File: src/design/zpfa_pkg.sv
// ----------------------------------------------------------------------------
// zpfa_pkg
// Shared constants, codes and controller/datapath bundles of the allocator.
// ----------------------------------------------------------------------------
package zpfa_pkg;

  localparam int PAGES    = 4096;
  localparam int PG_W     = 12;          // page index width
  localparam int LINK_W   = 13;          // link / count width, bit 12 = no link
  localparam int REF_BITS = 16;

  localparam logic [LINK_W-1:0]   NO_LINK   = 13'h1000;
  localparam logic [LINK_W-1:0]   PAGES_L   = 13'h1000;
  localparam logic [REF_BITS-1:0] REF_MAX   = 16'hFFFF;
  localparam logic [REF_BITS-1:0] REF_ONE   = 16'd1;

  // operation codes
  localparam logic [2:0] OP_MAKE_FREE = 3'd0;
  localparam logic [2:0] OP_ALLOC     = 3'd1;
  localparam logic [2:0] OP_HOLD      = 3'd2;
  localparam logic [2:0] OP_RELEASE   = 3'd3;

  // result status codes
  localparam logic [1:0] ST_OK     = 2'd0;
  localparam logic [1:0] ST_NOMEM  = 2'd1;
  localparam logic [1:0] ST_BAD    = 2'd2;
  localparam logic [1:0] ST_REFERR = 2'd3;

  // zone selectors
  localparam logic [1:0] ZONE_LOW = 2'd0;
  localparam logic [1:0] ZONE_MID = 2'd1;
  localparam logic [1:0] ZONE_TOP = 2'd2;

  // config register indexes
  localparam logic CFG_LOW_TOP = 1'b0;
  localparam logic CFG_MID_TOP = 1'b1;

  // controller -> datapath commands
  typedef struct packed {
    logic       load;
    logic       clr;
    logic       set_st;
    logic [1:0] st;
    logic       push1;
    logic       push2;
    logic       ref_upd;
    logic       next_page;
    logic       head_take;
    logic       zone_dec;
    logic       zone_init;
    logic       scan_eval;
    logic       unlink;
    logic       emit;
  } zpfa_cmd_t;

  // datapath -> controller status
  typedef struct packed {
    logic clr_last;
    logic is_mf;
    logic is_alloc;
    logic is_hold;
    logic is_rel;
    logic cnt_zero;
    logic cnt_one;
    logic oob;
    logic pg_free;
    logic ref_zero;
    logic ref_one;
    logic ref_max;
    logic head_valid;
    logic zone_zero;
    logic scan_end;
    logic run_hit;
    logic last;
    logic out_busy;
  } zpfa_stat_t;

endpackage

File: src/design/zpfa_ctrl.sv
// ----------------------------------------------------------------------------
// zpfa_ctrl
// Sequencer: clearing pass, per-page range walk, list take, run scan.
// ----------------------------------------------------------------------------
module zpfa_ctrl import zpfa_pkg::*; (
  input  logic       clk,
  input  logic       rst,
  input  logic       s_tvalid,
  output logic       s_tready,
  input  zpfa_stat_t stat,
  output zpfa_cmd_t  cmd
);

  typedef enum logic [13:0] {
    S_CLEAR = 14'b00000000000001,
    S_IDLE  = 14'b00000000000010,
    S_DISP  = 14'b00000000000100,
    S_RADDR = 14'b00000000001000,
    S_REVAL = 14'b00000000010000,
    S_PUSH2 = 14'b00000000100000,
    S_NEXT  = 14'b00000001000000,
    S_A1    = 14'b00000010000000,
    S_AZONE = 14'b00000100000000,
    S_AADDR = 14'b00001000000000,
    S_AEVAL = 14'b00010000000000,
    S_UADDR = 14'b00100000000000,
    S_UDO   = 14'b01000000000000,
    S_DONE  = 14'b10000000000000
  } state_t;

  state_t state, state_next;

  always_ff @(posedge clk) begin
    if (rst) state <= S_CLEAR;
    else     state <= state_next;
  end

  assign s_tready = (state == S_IDLE);

  // next state and commands
  always_comb begin
    state_next = state;
    cmd        = '0;
    unique case (state)
      S_CLEAR: begin
        cmd.clr = 1'b1;
        if (stat.clr_last) state_next = S_IDLE;
      end
      S_IDLE: begin
        if (s_tvalid) begin
          cmd.load   = 1'b1;
          state_next = S_DISP;
        end
      end
      S_DISP: begin
        priority if (stat.is_mf) begin
          state_next = stat.cnt_zero ? S_DONE : S_RADDR;
        end else if (stat.is_alloc) begin
          if (stat.cnt_zero) begin
            cmd.set_st = 1'b1; cmd.st = ST_BAD; state_next = S_DONE;
          end else begin
            state_next = stat.cnt_one ? S_A1 : S_AZONE;
          end
        end else if (stat.is_hold) begin
          state_next = S_RADDR;
        end else if (stat.is_rel) begin
          if (stat.cnt_zero) begin
            cmd.set_st = 1'b1; cmd.st = ST_BAD; state_next = S_DONE;
          end else begin
            state_next = S_RADDR;
          end
        end else begin
          state_next = S_DONE;
        end
      end
      // page address presented, meta read in flight
      S_RADDR: begin
        if (stat.oob) begin
          cmd.set_st = 1'b1; cmd.st = ST_BAD; state_next = S_DONE;
        end else begin
          state_next = S_REVAL;
        end
      end
      S_REVAL: begin
        priority if (stat.pg_free) begin
          cmd.set_st = 1'b1; cmd.st = ST_BAD; state_next = S_DONE;
        end else if (stat.is_mf) begin
          if (!stat.ref_zero) begin
            cmd.set_st = 1'b1; cmd.st = ST_REFERR; state_next = S_DONE;
          end else begin
            cmd.push1 = 1'b1; state_next = S_PUSH2;
          end
        end else if (stat.is_hold) begin
          if (stat.ref_zero || stat.ref_max) begin
            cmd.set_st = 1'b1; cmd.st = ST_REFERR;
          end else begin
            cmd.ref_upd = 1'b1;
          end
          state_next = S_DONE;
        end else begin
          if (stat.ref_zero) begin
            cmd.set_st = 1'b1; cmd.st = ST_REFERR; state_next = S_DONE;
          end else if (stat.ref_one) begin
            cmd.push1 = 1'b1; state_next = S_PUSH2;
          end else begin
            cmd.ref_upd = 1'b1; state_next = S_NEXT;
          end
        end
      end
      S_PUSH2: begin
        cmd.push2  = 1'b1;
        state_next = S_NEXT;
      end
      S_NEXT: begin
        if (stat.last) begin
          state_next = S_DONE;
        end else begin
          cmd.next_page = 1'b1; state_next = S_RADDR;
        end
      end
      // single page: head of highest allowed nonempty list
      S_A1: begin
        if (stat.head_valid) begin
          cmd.head_take = 1'b1; state_next = S_UADDR;
        end else if (stat.zone_zero) begin
          cmd.set_st = 1'b1; cmd.st = ST_NOMEM; state_next = S_DONE;
        end else begin
          cmd.zone_dec = 1'b1;
        end
      end
      S_AZONE: begin
        cmd.zone_init = 1'b1;
        state_next    = S_AADDR;
      end
      S_AADDR: begin
        if (stat.scan_end) begin
          if (stat.zone_zero) begin
            cmd.set_st = 1'b1; cmd.st = ST_NOMEM; state_next = S_DONE;
          end else begin
            cmd.zone_dec = 1'b1; state_next = S_AZONE;
          end
        end else begin
          state_next = S_AEVAL;
        end
      end
      S_AEVAL: begin
        cmd.scan_eval = 1'b1;
        state_next    = stat.run_hit ? S_UADDR : S_AADDR;
      end
      S_UADDR: state_next = S_UDO;
      S_UDO: begin
        cmd.unlink = 1'b1;
        if (stat.last) begin
          state_next = S_DONE;
        end else begin
          cmd.next_page = 1'b1; state_next = S_UADDR;
        end
      end
      S_DONE: begin
        if (!stat.out_busy) begin
          cmd.emit = 1'b1; state_next = S_IDLE;
        end
      end
      default: state_next = S_CLEAR;
    endcase
  end

endmodule

File: config.mk
export PLATFORM = sky130hd
export DESIGN_NAME = zpfa_ctrl
export DESIGN_NICKNAME = d
export VERILOG_FILES = /design/src/design/zpfa_pkg.sv /design/src/design/zpfa_ctrl.sv
export SDC_FILE = /design/constraint.sdc
export NUM_CORES = 1
export LEC_CHECK = 0
export BUFFER_PORTS_ARGS = -buffer_cell sky130_fd_sc_hd__buf_4
export CORE_MARGIN = 2
export CORE_UTILIZATION = 51
export DETAILED_ROUTE_END_ITERATION = 16
export PLACE_DENSITY = 0.79
export SLEW_MARGIN = 25
export SYNTH_ARGS = -nofsm -noshare
export SYNTH_HDL_FRONTEND = slang
export SYNTH_SLANG_ARGS = --single-unit
File: constraint.sdc
create_clock -name clk -period 2.2 [get_ports clk]
set_input_delay 0.11 -clock clk [delete_from_list [all_inputs] [get_ports clk]]
set_output_delay 0.11 -clock clk [all_outputs]
set_load 0.02 [all_outputs]
Yosys cells after proc, flatten, opt, wreduce, memory -nomap -nowiden
Cells that the tools add are included.
{ "totals": {"register_bits": 14, "in_bits": 21, "output_inout_bits": 16, "word_cells": 93} }
{ "classes": {"n_eq_ne": 18, "mux": 71, "reduce_logical": 3} }
{ "ops": {"columns": ["op", "n"], "rows": [
  ["two-way mux 14 bit", 21],
  ["case mux 14 bit (14 select lines)", 1],
  ["two-way mux 3 bit", 14],
  ["two-way mux 1 bit", 29],
  ["case mux 3 bit (5 select lines)", 1],
  ["equality test 14 x 1 -> 1 bit, second input constant", 1],
  ["equality test 14 x 10 -> 1 bit, second input constant", 1],
  ["equality test 14 x 11 -> 1 bit, second input constant", 1],
  ["equality test 14 x 12 -> 1 bit, second input constant", 1],
  ["equality test 14 x 13 -> 1 bit, second input constant", 1],
  ["equality test 14 bit, second input constant", 1],
  ["equality test 14 x 2 -> 1 bit, second input constant", 1],
  ["equality test 14 x 3 -> 1 bit, second input constant", 1],
  ["equality test 14 x 4 -> 1 bit, second input constant", 1],
  ["equality test 14 x 5 -> 1 bit, second input constant", 1],
  ["equality test 14 x 6 -> 1 bit, second input constant", 1],
  ["equality test 14 x 7 -> 1 bit, second input constant", 1],
  ["equality test 14 x 8 -> 1 bit, second input constant", 1],
  ["equality test 14 x 9 -> 1 bit, second input constant", 1],
  ["two-way mux 12 bit", 1],
  ["two-way mux 9 bit", 1],
  ["two-way mux 7 bit", 1],
  ["inequality test 2 bit, second input constant", 3],
  ["two-way mux 4 bit", 1],
  ["other kinds (5)", 5]
]} }

Longest topological paths before layout
{ "logic_depth": {"ltp_word": 6, "ltp_mapped": 6, "depth_no_buf": 5} }

Worst setup path before layout
No wires, ideal clock.
{ "synth_path": {"path_kind": "flip-flop to output port", "start": "register state[12]", "end": "output cmd[12] (netlist bit)", "arrival_ns": 1.935, "t_required_ns": 2.090, "path_slack_ns": 0.155, "stages_incl_launch_ff": 5, "path_buffers": 0, "cell_sequence": "dfxtp_1 -> nor4_4 -> nand3_2 -> o31ai_1 -> nand2b_1"} }
{ "synth_rtl": {"columns": ["item", "line", "source"], "rows": [
  ["start, declared", "zpfa_ctrl.sv:31", "state_t state, state_next;"],
  ["start signal, assigned", "zpfa_ctrl.sv:35", "else state <= state_next;"],
  ["end, declared", "zpfa_ctrl.sv:11", "output zpfa_cmd_t cmd"]
]} }

==> results.py <==
metrics = {
    "outcome": {
        "outcome": "finished, final reports clean",
    },
    "critical_path": {
        "critical_path_required_ns": 2.09,
        "worst_path_largest_cell_delay_ns": 0.42,
        "reg2reg_depth": 6,
        "cp_slowest_cell": "nor2_2",
        "cp-end-kind": "output port",
        "critPathLaunchType": "register",
        "critPathBufInv": 1,
        "r2r-end": "state[7]",
        "crit_path_cell_trace": "nor2_2 > nand3_2 > o31ai_1 > nand2b_1 > buf_4",
        "cp.arrival_ns": 1.99,
        "r2r-start": "state[7]",
        "cp_top_family": "simple AND/OR/NAND/NOR gates",
        "timing.reg2reg.setup_slack_ns": 0.33,
        "worstSetupPathType": "reg2out",
        "cp_max_fo": 11,
    },
    "clock_network": {
        "clock_path_buffers": 2,
        "path_clk_slew_ns": 0.10,
        "cts_buffers": 3,
        "htreeDepth": 1,
        "tritoncts": "yes",
        "clock_latency_ns": 0.29,
        "clock_sinks": 14,
        "root_buffer": "clkbuf_4",
        "cts_hold_buf": 0,
    },
    "finish": {
        "nets": 216,
        "largest_register_ffs": 14,
        "syn_to_final_growth_pct": 29.6,
        "fillers": 192,
        "reg_top3": "state: 14 flops",
        "top_register": "state",
        "n_antenna_cell": 0,
        "drive_above_1_share_pct": 34.0,
    },
    "power": {
        "p_leak_uw": 0.000689,
        "p_switching_uw": 254,
        "total_power_uw": 730,
        "clkPwrFrac_pct": 27.1,
        "power_frac_seq_pct": 40.2,
        "p_int_uw": 476,
        "p_comb_share_pct": 32.7,
        "p_per_area_nw_per_um2": 464,
        "peakVddDrop_mv": 0.326,
        "swShare_pct": 34.8,
    },
    "synth": {
        "synthTopCellsByCount": "nor2_1, dfxtp_1, a21oi_1, nand2b_1",
        "avgSynthCellArea_um2": 7.79,
        "synth_most_common_cell": "nor2_1",
        "synth_edf_count": 0,
        "syn_area_um2": 1210,
        "synth_nets": 177,
        "ys.flop_type": "dfxtp_1",
        "yosysTopAreaCell": "dfxtp_1",
        "synth_top_family_by_area": "simple AND/OR/NAND/NOR gates",
        "yosysSeqAreaShare_pct": 23.1,
        "ys_warn_count": 0,
        "synth_cell_types": 51,
        "synthArstFlopShare_pct": 0,
        "synthXorXnorAreaFrac_pct": 2.16,
        "synth_mux_area_share_pct": 0.927,
        "yosys.area_share.simple_pct": 49.8,
        "syn_inst": 156,
        "synth-compound-area-share_pct": 18.0,
        "netlist.area_leader.share_pct": 23.1,
        "synth_seq_cells": 14,
        "synth_area_leaders": "dfxtp_1, nor4_4, nand2b_1, nor2_1, a21oi_1",
        "synth_adder_area_share_pct": 0,
    },
    "timing": {
        "tns_ns": 0,
        "period_minus_slack_ns": 2.10,
        "fmax_mhz": 475,
        "hold_viol": 0,
        "rsz0062_at_grt": "no",
        "finalMaxSlewViolations": 0,
        "setup_viol": 0,
        "worst_pin_slew_ns": 0.558,
        "maxSlewHeadroom_pct": 62.2,
        "skew_ns": 0.00208,
        "finalCritPeriodShare_pct": 95.7,
    },
    "grt": {
        "grt_pass1_vias": 1305,
        "overflow": 0,
        "grt_max_degree": 15,
        "grt_pass1_wl_um": 5730,
        "antenna_found_initial": 0,
        "grt_util_all_layers_pct": 27.6,
    },
    "routing": {
        "first_pass_iters": 4,
        "drc": 0,
        "drt_iter0_drc": 31,
        "vias": 1375,
        "drtAntennaViolNets": 0,
        "wire_per_inst_um": 15.6,
        "viasPerCell": 6.19,
        "routed_wl_um": 3470,
    },
    "floorplan": {
        "rows": 17,
        "initial_core_util_pct": 54.4,
        "die-area_um2": 2790,
        "die_y_um": 52.8,
        "ioPinCount": 37,
        "core_area_um2": 2230,
        "die_x_um": 52.8,
    },
    "placed_design": {
        "io_buffers": 36,
        "routabilityCongestion": 0.919,
        "place_hpwl_um": 2650,
    },
    "hold_path": {
        "whs_path_depth": 3,
        "hp-class": "in2reg",
        "holdPathEnd": "state[4]",
        "holdCritStartpoint": "stat[10]",
    },
    "job": {
        "maxCapViolCount": 0,
    },
}
==> cells by family after synthesis <==
logic type      Yosys count
simple gates             91
compound gates           33
flops                    14
buf+inv                  14
xor+xnor                  3
mux                       1
==> worst min-delay path: stages <==
cell	delay, ns
buf_4	0.08
or4b_2	0.10
nor4_1	0.03
==> layout make-up <==
type / instances / area (um2) / share of cell area, %
clock buffer: 4 / 36.3 / 2.31
inverter: 7 / 26.3 / 1.67
multi-input combinational: 128 / 877 / 55.7
sequential: 14 / 288 / 18.3
tap: 28 / 35.0 / 2.23
timing repair buffer: 41 / 312 / 19.8
==> through the flow <==
step	worst slack, ns	cell area, um2	util (%)	hold WS (ns)	cells
2_1_floorplan	0.155	1210	-	0.182	156
3_3_place_gp	0.220	1490	66.7	0.382	215
3_5_place_dp	0.197	1490	66.7	0.383	215
4_1_cts	0.0387	1550	69.4	0.0657	222
5_1_grt	0.00784	1570	70.5	0.0782	222
6_report	0.0952	1570	70.5	0.0611	222
==> layer usage <==
metal	GRT usage, %	wire (um)	vias up
li1	-	-	659
met1	33.4	1490	656
met2	50.4	1730	54
met3	4.00	204	6
met4	6.41	46	0
met5	0	0	-
==> what timing repair did <==
item / CTS / global route
setup buffers: 3 / 0
resized for setup: 1 / 10
setup endpoints to repair: 5 / 7
pin swaps: 2 / 2
==> layout by cell type, fill, tap and decap left out, types with 4 or more instances in the layout <==
cell type  netlist  final
buf_4            1     40
nor2_1          15     14
a21oi_1         10     10
nand2b_1         9      9
nand2_1          8      8
nor3_1           8      8
dfxtp_1         14      8
nor2b_1          7      7
inv_1            7      7
dfxtp_2          0      6
nand3_1          5      5
and3_1           4      4
nand4_1          4      4
o21ai_0          5      4
==> power groups by stage <==
stage          logic (uW)  registers, uW  clock network, uW
2_1_floorplan         159            279                  0
3_3_place_gp          215            295                  0
3_5_place_dp          220            296                  0
4_1_cts               232            290                201
5_1_grt               258            295                212
6_report              239            294                198
==> worst max-delay path by stage <==
stage | start | endpoint | slack, ns | cells past startpoint
after global placement | state[1] | state[1] | 0.22 | 5
after CTS | state[1] | cmd[12] | 0.04 | 7
after floorplan | state[12] | cmd[12] | 0.15 | 4
final | state[10] | cmd[12] | 0.1 | 5
after detailed placement | state[1] | state[1] | 0.20 | 5
after global routing | state[0] | cmd[4] | 0.008 | 6
Note: power is estimated with default switching activity, not from simulation.
